`config.mk`:
```
export PLATFORM = sky130hd
export DESIGN_NAME = image_mean_squared_error
export DESIGN_NICKNAME = d
export VERILOG_FILES = /design/src/rtl/core/imse_pkg.sv /design/src/rtl/core/imse_csr.sv /design/src/rtl/core/imse_ctrl.sv /design/src/rtl/core/imse_dp.sv /design/src/rtl/core/image_mean_squared_error.sv
export VERILOG_INCLUDE_DIRS = /design/src /design/src/rtl/core
export SDC_FILE = /design/constraint.sdc
export NUM_CORES = 2
export LEC_CHECK = 0
export BUFFER_PORTS_ARGS = -buffer_cell sky130_fd_sc_hd__buf_2
export CAP_MARGIN = 0
export CORE_MARGIN = 4
export CORE_UTILIZATION = 60
export CTS_BUF_LIST = sky130_fd_sc_hd__clkbuf_4 sky130_fd_sc_hd__clkbuf_8
export CTS_CLUSTER_SIZE = 10
export DETAILED_ROUTE_END_ITERATION = 8
export PLACE_DENSITY = 0.8
export SLEW_MARGIN = 30
export SYNTH_ARGS = -nofsm -noshare
export SYNTH_HDL_FRONTEND = slang
export SYNTH_SLANG_ARGS = --single-unit
```
`constraint.sdc`:
```
create_clock -name clock -period 7.5 [get_ports clock]
set_clock_uncertainty 0.2 [all_clocks]
set_input_delay 1.125 -clock clock [delete_from_list [all_inputs] [get_ports clock]]
set_output_delay 1.125 -clock clock [all_outputs]
set_load 0.01 [all_outputs]
```
`src/rtl/core/image_mean_squared_error_assert.svh`:
```
// Assertion macros shared by the image MSE block.
`ifndef IMAGE_MEAN_SQUARED_ERROR_ASSERT_SVH
`define IMAGE_MEAN_SQUARED_ERROR_ASSERT_SVH
`ifndef SYNTHESIS
`define IMSE_ASSERT(label, clk, rst, prop) \
   label: assert property (@(posedge clk) disable iff (rst) prop) \
      else $error("%m: assertion failed");
`define IMSE_NEVER(label, clk, rst, expr) \
   label: assert property (@(posedge clk) disable iff (rst) !(expr)) \
      else $error("%m: forbidden condition seen");
`else
`define IMSE_ASSERT(label, clk, rst, prop)
`define IMSE_NEVER(label, clk, rst, expr)
`endif
`endif

```
`src/rtl/core/imse_pkg.sv`:
```
package imse_pkg;

   localparam int FIELD_BITS  = 16;
   localparam int SAMPLE_BITS = 16;
   localparam int COUNT_BITS  = 22;
   localparam int MASK_BITS   = 8;
   localparam int SQ_BITS     = 2 * SAMPLE_BITS;
   localparam int TERM_BITS   = SQ_BITS + MASK_BITS;
   localparam int ERR_BITS    = 64;
   localparam int WEIGHT_BITS = COUNT_BITS + MASK_BITS;
   localparam int DEN_BITS    = WEIGHT_BITS + 2;
   localparam int FRAC_BITS   = 8;
   localparam int NUM_BITS    = ERR_BITS + FRAC_BITS + 1;
   localparam int MSE_BITS    = 40;
   localparam int STEP_BITS   = $clog2(NUM_BITS);

   localparam logic [WEIGHT_BITS-1:0] COUNT_CAP =
      WEIGHT_BITS'((longint'(1) << COUNT_BITS) - 1);
   localparam logic [WEIGHT_BITS-1:0] MASK_CAP =
      WEIGHT_BITS'(((longint'(1) << COUNT_BITS) - 1) * ((longint'(1) << MASK_BITS) - 1));

   localparam logic [1:0] MODE_SINGLE = 2'd0;
   localparam logic [1:0] MODE_MEAN3  = 2'd1;
   localparam logic [1:0] MODE_SELECT = 2'd2;

   localparam logic [1:0] CHAN_0 = 2'd0;
   localparam logic [1:0] CHAN_1 = 2'd1;
   localparam logic [1:0] CHAN_2 = 2'd2;

   localparam int CSR_INDEX_BITS = 2;
   localparam int CSR_DATA_BITS  = 2;

   localparam logic [CSR_INDEX_BITS-1:0] REG_MODE     = 2'd0;
   localparam logic [CSR_INDEX_BITS-1:0] REG_CHANNEL  = 2'd1;
   localparam logic [CSR_INDEX_BITS-1:0] REG_USE_MASK = 2'd2;

   typedef struct packed {
      logic [1:0] mode;
      logic [1:0] channel_select;
      logic       use_mask;
   } cfg_type;

   typedef struct packed {
      logic accept;
      logic load;
      logic step;
      logic emit;
   } dp_cmd_type;

   typedef struct packed {
      logic last_done;
   } dp_status_type;

endpackage

```
`src/rtl/core/imse_csr.sv`:
```
module imse_csr (
   input  logic                                  clock,
   input  logic                                  reset,
   input  logic                                  csr_valid,
   output logic                                  csr_ready,
   input  logic [imse_pkg::CSR_INDEX_BITS-1:0]   csr_index,
   input  logic [imse_pkg::CSR_DATA_BITS-1:0]    csr_data,
   output imse_pkg::cfg_type                     cfg
);
   import imse_pkg::*;

   cfg_type cfg_ff;
   cfg_type cfg_in;

   assign csr_ready = 1'b1;
   assign cfg       = cfg_ff;

   always_comb begin
      cfg_in = cfg_ff;
      if (csr_valid) begin
         unique case (csr_index)
            REG_MODE:     cfg_in.mode           = csr_data[1:0];
            REG_CHANNEL:  cfg_in.channel_select = csr_data[1:0];
            REG_USE_MASK: cfg_in.use_mask       = csr_data[0];
            default:      cfg_in = cfg_ff;
         endcase
      end
   end

   always_ff @(posedge clock) begin
      if (reset) begin
         cfg_ff <= '0;
      end else begin
         cfg_ff <= cfg_in;
      end
   end

endmodule

```
`src/rtl/core/imse_ctrl.sv`:
```
`include "image_mean_squared_error_assert.svh"

module imse_ctrl (
   input  logic                    clock,
   input  logic                    reset,
   input  logic                    start,
   input  logic                    last_pixel,
   output logic                    busy,
   output logic                    rsp_valid,
   output imse_pkg::dp_cmd_type    cmd,
   input  imse_pkg::dp_status_type status
);
   import imse_pkg::*;

   typedef enum logic [4:0] {
      ST_RUN   = 5'b00001,
      ST_FLUSH = 5'b00010,
      ST_LOAD  = 5'b00100,
      ST_DIV   = 5'b01000,
      ST_EMIT  = 5'b10000
   } state_type;

   state_type             state_ff;
   state_type             state_in;
   logic [STEP_BITS-1:0]  step_cnt_ff;
   logic [STEP_BITS-1:0]  step_cnt_in;

   assign busy       = (state_ff != ST_RUN);
   assign cmd.accept = start && (state_ff == ST_RUN);
   assign cmd.load   = (state_ff == ST_LOAD);
   assign cmd.step   = (state_ff == ST_DIV);
   assign cmd.emit   = (state_ff == ST_EMIT);
   assign rsp_valid  = cmd.emit;

   always_comb begin
      state_in    = state_ff;
      step_cnt_in = step_cnt_ff;
      unique case (state_ff)
         ST_RUN: begin
            if (cmd.accept && last_pixel) begin
               state_in = ST_FLUSH;
            end
         end
         ST_FLUSH: begin
            // hold until the final pixel has reached the accumulators
            if (status.last_done) begin
               state_in = ST_LOAD;
            end
         end
         ST_LOAD: begin
            step_cnt_in = '0;
            state_in    = ST_DIV;
         end
         ST_DIV: begin
            step_cnt_in = step_cnt_ff + 1'b1;
            if (step_cnt_ff == STEP_BITS'(NUM_BITS - 1)) begin
               state_in = ST_EMIT;
            end
         end
         ST_EMIT: begin
            state_in = ST_RUN;
         end
         default: begin
            state_in = ST_RUN;
         end
      endcase
   end

   always_ff @(posedge clock) begin
      if (reset) begin
         state_ff    <= ST_RUN;
         step_cnt_ff <= '0;
      end else begin
         state_ff    <= state_in;
         step_cnt_ff <= step_cnt_in;
      end
   end

   `IMSE_ASSERT(a_last_blocks_input, clock, reset, cmd.accept && last_pixel |=> busy)
   `IMSE_ASSERT(a_emit_one_beat, clock, reset, rsp_valid |=> !rsp_valid)
   `IMSE_NEVER(a_step_count_range, clock, reset, cmd.step && (step_cnt_ff >= STEP_BITS'(NUM_BITS)))

endmodule

```
`src/rtl/core/imse_dp.sv`:
```
`include "image_mean_squared_error_assert.svh"

module imse_dp (
   input  logic                                clock,
   input  logic                                reset,
   input  imse_pkg::cfg_type                   cfg,
   input  imse_pkg::dp_cmd_type                cmd,
   output imse_pkg::dp_status_type             status,
   input  logic signed [imse_pkg::FIELD_BITS-1:0] ref_c0,
   input  logic signed [imse_pkg::FIELD_BITS-1:0] ref_c1,
   input  logic signed [imse_pkg::FIELD_BITS-1:0] ref_c2,
   input  logic signed [imse_pkg::FIELD_BITS-1:0] test_c0,
   input  logic signed [imse_pkg::FIELD_BITS-1:0] test_c1,
   input  logic signed [imse_pkg::FIELD_BITS-1:0] test_c2,
   input  logic [imse_pkg::MASK_BITS-1:0]      mask_weight,
   input  logic                                last_pixel,
   output logic [imse_pkg::MSE_BITS-1:0]       mse_value,
   output logic                                empty_set,
   output logic                                saturated
);
   import imse_pkg::*;

   function automatic logic [SAMPLE_BITS-1:0] abs_diff(
      input logic [FIELD_BITS-1:0] a,
      input logic [FIELD_BITS-1:0] b
   );
      logic signed [SAMPLE_BITS:0] diff;
      logic        [SAMPLE_BITS:0] neg;
      diff = signed'({a[SAMPLE_BITS-1], a[SAMPLE_BITS-1:0]})
           - signed'({b[SAMPLE_BITS-1], b[SAMPLE_BITS-1:0]});
      neg  = -diff;
      return diff[SAMPLE_BITS] ? neg[SAMPLE_BITS-1:0] : diff[SAMPLE_BITS-1:0];
   endfunction

   // stage 1: magnitudes of the sample differences
   logic                   v1_ff, last1_ff;
   cfg_type                cfg1_ff;
   logic [MASK_BITS-1:0]   mask1_ff;
   logic [SAMPLE_BITS-1:0] mag_ff [3];

   // stage 2: squares
   logic                   v2_ff, last2_ff;
   cfg_type                cfg2_ff;
   logic [MASK_BITS-1:0]   mask2_ff;
   logic [SQ_BITS-1:0]     sq_ff [3];

   // stage 3: per-pixel error term and weight increment
   logic                   v3_ff, last3_ff, mean3_ff, masked3_ff;
   logic [TERM_BITS-1:0]   term_ff, term_in;
   logic [MASK_BITS-1:0]   inc_ff, inc_in;
   logic                   masked_in;
   logic [SQ_BITS-1:0]     sel_sq;

   // accumulators
   logic [ERR_BITS-1:0]    es_ff, es_in;
   logic [WEIGHT_BITS-1:0] ws_ff, ws_in;
   logic                   last_done_ff;
   logic                   mean_last_ff;
   logic [ERR_BITS:0]      es_wide;
   logic [WEIGHT_BITS:0]   ws_wide;
   logic [WEIGHT_BITS-1:0] cap;

   // divider
   logic [DEN_BITS-1:0]    den_ff, den_in;
   logic [DEN_BITS-1:0]    rem_ff, rem_in;
   logic [NUM_BITS-1:0]    num_ff, num_in;
   logic [MSE_BITS-1:0]    quot_ff, quot_in;
   logic                   ovf_ff, ovf_in;
   logic                   empty_ff;
   logic [DEN_BITS:0]      trial;
   logic [DEN_BITS:0]      trial_diff;
   logic                   fits;

   assign status.last_done = last_done_ff;

   always_ff @(posedge clock) begin
      if (reset) begin
         v1_ff <= 1'b0;
         v2_ff <= 1'b0;
         v3_ff <= 1'b0;
      end else begin
         v1_ff <= cmd.accept;
         v2_ff <= v1_ff;
         v3_ff <= v2_ff;
      end
   end

   always_ff @(posedge clock) begin
      last1_ff  <= last_pixel;
      cfg1_ff   <= cfg;
      mask1_ff  <= mask_weight;
      mag_ff[0] <= abs_diff(ref_c0, test_c0);
      mag_ff[1] <= abs_diff(ref_c1, test_c1);
      mag_ff[2] <= abs_diff(ref_c2, test_c2);

      last2_ff  <= last1_ff;
      cfg2_ff   <= cfg1_ff;
      mask2_ff  <= mask1_ff;
      for (int i = 0; i < 3; i++) begin
         sq_ff[i] <= SQ_BITS'(mag_ff[i]) * SQ_BITS'(mag_ff[i]);
      end

      last3_ff   <= last2_ff;
      mean3_ff   <= (cfg2_ff.mode == MODE_MEAN3);
      masked3_ff <= masked_in;
      term_ff    <= term_in;
      inc_ff     <= inc_in;
   end

   always_comb begin
      case (cfg2_ff.channel_select)
         CHAN_1:  sel_sq = sq_ff[1];
         CHAN_2:  sel_sq = sq_ff[2];
         default: sel_sq = sq_ff[0];
      endcase
   end

   always_comb begin
      term_in   = TERM_BITS'(sq_ff[0]);
      inc_in    = MASK_BITS'(1);
      masked_in = 1'b0;
      unique case (cfg2_ff.mode)
         MODE_MEAN3: begin
            term_in = TERM_BITS'(sq_ff[0]) + TERM_BITS'(sq_ff[1]) + TERM_BITS'(sq_ff[2]);
         end
         MODE_SELECT: begin
            if (cfg2_ff.use_mask) begin
               term_in   = TERM_BITS'(sel_sq) * TERM_BITS'(mask2_ff);
               inc_in    = mask2_ff;
               masked_in = 1'b1;
            end else begin
               term_in = TERM_BITS'(sel_sq);
            end
         end
         default: begin
            term_in = TERM_BITS'(sq_ff[0]);
         end
      endcase
   end

   // saturating accumulation
   always_comb begin
      es_wide = {1'b0, es_ff} + (ERR_BITS + 1)'(term_ff);
      ws_wide = {1'b0, ws_ff} + (WEIGHT_BITS + 1)'(inc_ff);
      cap     = masked3_ff ? MASK_CAP : COUNT_CAP;
      es_in   = es_ff;
      ws_in   = ws_ff;
      if (cmd.load) begin
         es_in = '0;
         ws_in = '0;
      end else if (v3_ff) begin
         es_in = es_wide[ERR_BITS] ? '1 : es_wide[ERR_BITS-1:0];
         if (ws_wide > {1'b0, cap}) begin
            ws_in = (ws_ff > cap) ? ws_ff : cap;
         end else begin
            ws_in = ws_wide[WEIGHT_BITS-1:0];
         end
      end
   end

   always_ff @(posedge clock) begin
      if (reset) begin
         es_ff        <= '0;
         ws_ff        <= '0;
         last_done_ff <= 1'b0;
      end else begin
         es_ff        <= es_in;
         ws_ff        <= ws_in;
         last_done_ff <= v3_ff && last3_ff;
      end
   end

   always_ff @(posedge clock) begin
      if (v3_ff && last3_ff) begin
         mean_last_ff <= mean3_ff;
      end
   end

   // restoring divider on (sum * 256 + den / 2) / den, one quotient bit a beat
   always_comb begin
      trial      = {rem_ff, num_ff[NUM_BITS-1]};
      trial_diff = trial - {1'b0, den_ff};
      fits       = (trial >= {1'b0, den_ff});
      den_in     = den_ff;
      rem_in     = rem_ff;
      num_in     = num_ff;
      quot_in    = quot_ff;
      ovf_in     = ovf_ff;
      if (cmd.load) begin
         den_in  = mean_last_ff ? (DEN_BITS'(ws_ff) + DEN_BITS'({ws_ff, 1'b0}))
                                : DEN_BITS'(ws_ff);
         num_in  = NUM_BITS'({es_ff, FRAC_BITS'(0)}) + NUM_BITS'(den_in >> 1);
         rem_in  = '0;
         quot_in = '0;
         ovf_in  = 1'b0;
      end else if (cmd.step) begin
         rem_in  = fits ? trial_diff[DEN_BITS-1:0] : trial[DEN_BITS-1:0];
         num_in  = {num_ff[NUM_BITS-2:0], 1'b0};
         quot_in = {quot_ff[MSE_BITS-2:0], fits};
         // any bit pushed out of the top means the quotient is out of range
         ovf_in  = ovf_ff | quot_ff[MSE_BITS-1];
      end
   end

   always_ff @(posedge clock) begin
      den_ff  <= den_in;
      rem_ff  <= rem_in;
      num_ff  <= num_in;
      quot_ff <= quot_in;
      ovf_ff  <= ovf_in;
      if (cmd.load) begin
         empty_ff <= (den_in == '0);
      end
   end

   assign empty_set = empty_ff;
   assign saturated = !empty_ff && ovf_ff;
   assign mse_value = empty_ff ? '0 : (ovf_ff ? '1 : quot_ff);

   `IMSE_ASSERT(a_empty_gives_zero, clock, reset, cmd.emit && empty_set |-> mse_value == '0 && !saturated)
   `IMSE_ASSERT(a_load_clears_sums, clock, reset, cmd.load |=> es_ff == '0 && ws_ff == '0)

endmodule

```
`src/rtl/core/image_mean_squared_error.sv`:
```
// Image mean squared error. Pixels arrive one per cycle on req_* and are taken on each
// clock edge with start high and busy low; squared differences and the pixel count (or
// mask weight sum) are accumulated through a four-stage pipeline. The pixel marked
// last_pixel raises busy: the pipeline drains, one 73-step radix-2 divider forms
// round(sum * 256 / den), den being the count tripled in the three-channel mean mode,
// and the result appears on rsp_* for exactly one cycle with rsp_valid. The receiver
// cannot stall that beat, so it must sample it when rsp_valid is high. The next
// image's first pixel can be taken from the edge after the one that ends the strobe;
// the drain and the divider set the per-image overhead, all other pixels go at one
// per cycle. Registers on csr_* are always ready and are to be written only while no
// image is in progress.
module image_mean_squared_error (
   input  logic                                  clock,
   input  logic                                  reset,
   input  logic                                  start,
   output logic                                  busy,
   input  logic signed [imse_pkg::FIELD_BITS-1:0] req_ref_c0,
   input  logic signed [imse_pkg::FIELD_BITS-1:0] req_ref_c1,
   input  logic signed [imse_pkg::FIELD_BITS-1:0] req_ref_c2,
   input  logic signed [imse_pkg::FIELD_BITS-1:0] req_test_c0,
   input  logic signed [imse_pkg::FIELD_BITS-1:0] req_test_c1,
   input  logic signed [imse_pkg::FIELD_BITS-1:0] req_test_c2,
   input  logic [imse_pkg::MASK_BITS-1:0]        req_mask_weight,
   input  logic                                  req_last_pixel,
   output logic                                  rsp_valid,
   output logic [imse_pkg::MSE_BITS-1:0]         rsp_mse_value,
   output logic                                  rsp_empty_set,
   output logic                                  rsp_saturated,
   input  logic                                  csr_valid,
   output logic                                  csr_ready,
   input  logic [imse_pkg::CSR_INDEX_BITS-1:0]   csr_index,
   input  logic [imse_pkg::CSR_DATA_BITS-1:0]    csr_data
);
   import imse_pkg::*;

   cfg_type       cfg;
   dp_cmd_type    cmd;
   dp_status_type status;

   imse_csr u_csr (
      .clock     (clock),
      .reset     (reset),
      .csr_valid (csr_valid),
      .csr_ready (csr_ready),
      .csr_index (csr_index),
      .csr_data  (csr_data),
      .cfg       (cfg)
   );

   imse_ctrl u_ctrl (
      .clock      (clock),
      .reset      (reset),
      .start      (start),
      .last_pixel (req_last_pixel),
      .busy       (busy),
      .rsp_valid  (rsp_valid),
      .cmd        (cmd),
      .status     (status)
   );

   imse_dp u_dp (
      .clock       (clock),
      .reset       (reset),
      .cfg         (cfg),
      .cmd         (cmd),
      .status      (status),
      .ref_c0      (req_ref_c0),
      .ref_c1      (req_ref_c1),
      .ref_c2      (req_ref_c2),
      .test_c0     (req_test_c0),
      .test_c1     (req_test_c1),
      .test_c2     (req_test_c2),
      .mask_weight (req_mask_weight),
      .last_pixel  (req_last_pixel),
      .mse_value   (rsp_mse_value),
      .empty_set   (rsp_empty_set),
      .saturated   (rsp_saturated)
   );

endmodule
```
Word-level counts from Yosys, hierarchy flattened
Memories as Yosys holds them, arrays and structs flattened. Cells that the tools add are included.

Bits in registers: 374. Memory bits (writable): 144. Output and inout port bits: 45. Memories: 2.

Memories: u_dp.sq_ff (depth 3, width 32, read ports 3, clocked after memory_dff 0, write ports 3, line imse_dp.sv:45) `logic [SQ_BITS-1:0] sq_ff [3];`; u_dp.mag_ff (depth 3, width 16, read ports 3, clocked after memory_dff 0, write ports 3, line imse_dp.sv:39) `logic [SAMPLE_BITS-1:0] mag_ff [3];`.

$add $sub $neg: 14. Multipliers: 4. $lt $le $gt $ge: 3. Equality and inequality tests: 17. Muxes and demuxes: 23. Bitwise gates (word level): 1. Reduce and logical (&&, ||, !) cells: 15.

Operators with widths (count): $mux W73 (2); $mux W40 (3); $mul A16 B16 Y32 (3); $mux W32 (3); $mux W30 (3); $pmux W40 S2 (1); $add A72 B31 Y73 (1); $add A64 B40 Y65 (1); $mux W64 (1); $pmux W32 S2 (1); $sub A16 B16 Y17 (3); $mux W16 (3); $neg A16 Y16 (3); $add A40 B32 Y40 (1); $mul A32 B8 Y40 (1); $add A32 B32 Y33 (1); $ge A33 B32 Y1 (1); $add A30 B31 Y32 (1); $logic_not A32 Y1 (1); $sub A32 B32 Y32 (1); $add A30 B8 Y31 (1); $gt A31 B30 Y1 (1); $gt A30 B30 Y1 (1); $pmux W5 S4 (1); other kinds (23) (38).

Logic depth before layout (Yosys ltp)
Word-level depth: 5. Mapped depth: 28. Mapped depth without buffers: 26.

By module
Synthesis repeated with hierarchy kept, for this count alone.

Cells, all modules: 7069. Area total of the unflattened synthesis: 61476.5 um^2.

Modules (own cells, without submodules): imse_dp (instances 1, cells each 6959, area an instance 60499.3 um^2, sequential area each 10720.3 um^2); imse_ctrl (instances 1, cells each 88, area an instance 743.2 um^2, sequential area each 240.2 um^2); imse_csr (instances 1, cells each 22, area an instance 234.0 um^2, sequential area each 100.1 um^2).

Worst setup path before layout
OpenSTA, ideal clock, no wires.

Path type: reg2reg. Start point: register u_dp.cfg2_ff[1] (netlist bit). End point: register u_dp.term_ff[39]. Library setup time: 127 ps. Arrival time: 6661 ps. Required time: 7173 ps. Setup slack: 512 ps. Stages on the path, launching flop included: 27. Clock period less this slack: 6988 ps. Cell sequence: dfxtp_1 > inv_1 > ha_1 > clkbuf_1 > clkbuf_1 > nor2_1 > a21oi_1 > nor2b_1 > fa_1 > fa_1 > fa_1 > inv_1 > fa_1 > inv_1 > ha_1 > clkbuf_1 > a21o_1 > a21o_1 > a2111oi_0 > o21ai_0 > a211o_1 > a311oi_2 > nor2_1 > o41ai_2 > o21ai_1 > and4_1 > or3_1.

Longest elaborated chain between the ends: 5.

RTL lines: from (decl) (line imse_dp.sv:43) `cfg_type cfg2_ff;`; from (signal assigned) (line imse_dp.sv:97) `cfg2_ff <= cfg1_ff;`; $eq A2 B2 Y1 or $eq A2 B1 Y1 (tied branches) (line imse_dp.sv:111) `case (cfg2_ff.channel_select)`; $pmux W32 S2 * (line imse_dp.sv:111); $mul A32 B8 Y40 * (line imse_dp.sv:128) `term_in = TERM_BITS'(sel_sq) * TERM_BITS'(mask2_ff);`; $mux W40 * (line imse_dp.sv:127) `if (cfg2_ff.use_mask) begin`; $pmux W40 S2 * (line imse_dp.sv:122) `unique case (cfg2_ff.mode)`; net u_dp.term_in[39] (line imse_dp.sv:49) `logic [TERM_BITS-1:0] term_ff, term_in;`; to (signal assigned) (line imse_dp.sv:106) `term_ff <= term_in;`; to (decl) (line imse_dp.sv:49).

Mark *: on every way through the listed nets, which the timed path passes. The rest lies on a longest branch. A chain may end at the register's enable or synchronous reset.

==> summary.txt <==
Outcome
  • Run status: complete, no violations

Critical path
  • R2R Path Start: u_dp.mag_ff[0][10]
  • Worst path most repeated cell: fa_1
  • Crit path max-delay cell type: or4b_2
  • Crit path kind: reg -> reg
  • Top Family by Delay on Critical Path: adder cells
  • R2R depth: 25
  • Worst path buffer plus inverter count: 6
  • Instance count on the critical path: 25
  • Worst setup SP type: flip-flop
  • Crit. End Element: flip-flop
  • R2R Setup Slk: 0.34 ns
  • Worst path arrival time: 7.60 ns
  • Worst Path Max Fanout: 11
  • CP max stage delay: 0.61 ns
  • CP required: 7.94 ns
  • Reg-to-reg endpoint: u_dp.sq_ff[0][31]

GRT
  • Largest net degree at the start of global routing: 96
  • Total gr overflow: 0
  • Antenna violations before repair: 1
  • Vias in the first global route: 49,800
  • Total track usage: 28.6%
  • First-pass GRT wire length: 252,000 um

Finish
  • Area Growth Syn to Fin: 7.74%
  • Final cell count without fillers: 8,588
  • Final core utilization: 65.4%
  • Fillers: 8,378
  • Share of layout cells above drive strength 1: 7.43%
  • Nets: 8,588
  • Design area: 65,700 um2

STA
  • Final min period: 7.16 ns
  • Fmax: 140 MHz
  • Setup TNS: 0 ns
  • Unrepaired setup endpoints after global routing: false
  • Final setup vio count: 0
  • Final period util: 95.4%
  • Max-slew headroom: 36.4%
  • Final Max Slew Viols: 0
  • Worst slew pin tran: 0.948 ns
  • Final hold violations: 0

Synthesis
  • #FFs+latches synth: 515
  • Share of the synthesized area in the top cell type: 22.4%
  • Ranking of synthesized cells by area: fa_1 (22%), dfxtp_1 (14%), ha_1 (13%), inv_1 (6.3%), xnor2_1 (4.1%)
  • EDFF count, synth: 75
  • Post-synthesis cell area: 61,000 um2
  • Commonest cells in the netlist: inv_1 (1,016), fa_1 (681), ha_1 (642)
  • Most frequent cell after synthesis: inv_1
  • Post-synth top flop: dfxtp_1
  • Warnings from Yosys: 0
  • Post-synthesis cell type count: 94
  • Synthesized area per cell: 8.67 um2
  • Async S/R FF share, synth: 0%
  • Leading area contributor after synthesis: fa_1
  • Mapped Cells: 7,032
  • Sequential element share of the synthesized area: 18.1%

Floorplan
  • Row cnt: 116
  • Initial Utilization: 60.7%
  • Die H: 327 um
  • Core area: 100,000 um2
  • Die ar.: 107,000 um2
  • # IOs: 158
  • Die width: 327 um

Route
  • Via count: 49,500
  • Average via count per standard cell: 5.76
  • DR DRC count: 0
  • Antenna Violating Nets Remaining: 0
  • Initial drt markers: 3,677
  • Drt pass-1 iters: 6
  • DRT Wirelength: 153,000 um
  • WL/cell: 17.8 um

CTS
  • Clock Latency Late Sink: 0.78 ns
  • CTS max path bufs: 3
  • Setup bufs post-CTS: 0
  • Number of clock sinks: 515
  • CTS Buf Count: 91
  • Htree depth: 3
  • Clock-pin transition on the worst setup and hold timing paths: 0.06 ns
  • CTS Root Cell: clkbuf_8
  • CTS tree: yes

Run
  • Maxcap violations: 0

Placed design
  • Final RePlAce weighted congestion: 0.946
  • Placed cell count: 8,416
  • Placed cell area: 63,400 um2
  • Detailed Place HPWL: 124,000 um
  • Port Buf Inserts: 156

Worst hold path
  • Hold Path Depth: 0
  • Hold crit path type: reg -> reg
  • Hold path start: u_dp.mask1_ff[1]
  • Hold Path End: u_dp.mask2_ff[1]
-- worst max-delay path by stage --
| stage | start | to |
|---|---|---|
| global placement | u_dp.cfg2_ff[1] | u_dp.term_ff[39] |
| floorplan | u_dp.cfg2_ff[1] | u_dp.term_ff[39] |
| global route | u_dp.cfg2_ff[2] | u_dp.term_ff[39] |
| finish | u_dp.mag_ff[0][10] | u_dp.sq_ff[0][31] |
| CTS | u_dp.cfg2_ff[1] | u_dp.term_ff[39] |
| detailed placement | u_dp.cfg2_ff[1] | u_dp.term_ff[39] |
-- cells in the final DEF, fill, tap and decap left out, types with 35 or more instances in the layout --
cell type	count
a22oi_1	41
a21oi_1	439
xor2_1	145
and3_1	53
a31oi_1	47
a21o_1	138
o21a_1	60
nor2_1	474
fa_1	681
ha_1	640
a22o_1	35
nor2b_1	259
clkbuf_8	118
edfxtp_1	75
nand3_1	128
buf_4	95
nand2b_1	71
buf_2	156
a211oi_1	56
o21ai_0	308
nand4_1	49
nor3_1	107
nand2_1	542
xnor2_1	284
dfxtp_1	426
o21bai_1	47
and2_1	192
inv_1	1015
-- sequential cells by signal, indices dropped and copies added, names as in the netlist, 30 cells and up --
name	cells
u_dp.term_ff	40
u_dp.rem_ff	32
u_dp.es_ff	64
u_dp.den_ff	32
u_dp.quot_ff	40
u_dp.num_ff	73
u_dp.ws_ff	30
u_dp.sq_ff	93
u_dp.mag_ff	48
-- cell type report --
cell class	instances	area [um2]	area share, %
clock inverters	36	478	0.728
clock buffers	133	1740	2.64
flip-flops and latches	515	11100	16.9
well taps	1357	1700	2.59
repair buffers	252	1510	2.29
diodes	3	7.51	0.0114
multi-input cells	5273	45300	69.0
inverters	1019	3830	5.83
-- stage by stage --
stage / hold slack [ns] / setup slack [ns]
floorplan: 0.110 / 0.512
global placement: 0.111 / 0.185
detailed placement: 0.112 / 0.137
CTS: 0.127 / 0.121
global route: 0.132 / 0.0144
finish: 0.128 / 0.342
-- what timing repair did --
action / 4_1_cts / 5_1_grt
endpoints found under the setup margin: 0 / 13
hold buffers: 0 / 0
gates resized for setup: 0 / 29
-- logic make-up (layout without fill, tap and decap cells) --
logic type | count (synthesis) | count (layout) | share of synthesized area (%)
buffers and inverters | 1251 | 1440 | 7.73
adders and majority gates | 1323 | 1323 | 35.5
DFF | 515 | 515 | 18.1
other | 2 | 12 | 0.0123
AOI/OAI and AO/OA | 1425 | 1425 | 14.9
xor gates and xnor gates | 429 | 429 | 6.16
muxes | 64 | 64 | 1.11
and+or+nand+nor | 2023 | 2023 | 16.4
-- routing by layer --
metal | wire length (um) | GRT usage (%) | vias up
li1 | - | - | 23600
met1 | 64100 | 37.2 | 23800
met4 | 5050 | 9.49 | 0
met2 | 72000 | 48.0 | 1698
met5 | 0 | 0 | -
met3 | 12000 | 5.75 | 309
Power is not shown: default switching activity piles up to over one toggle a cycle in this logic, so the estimate is an artifact.
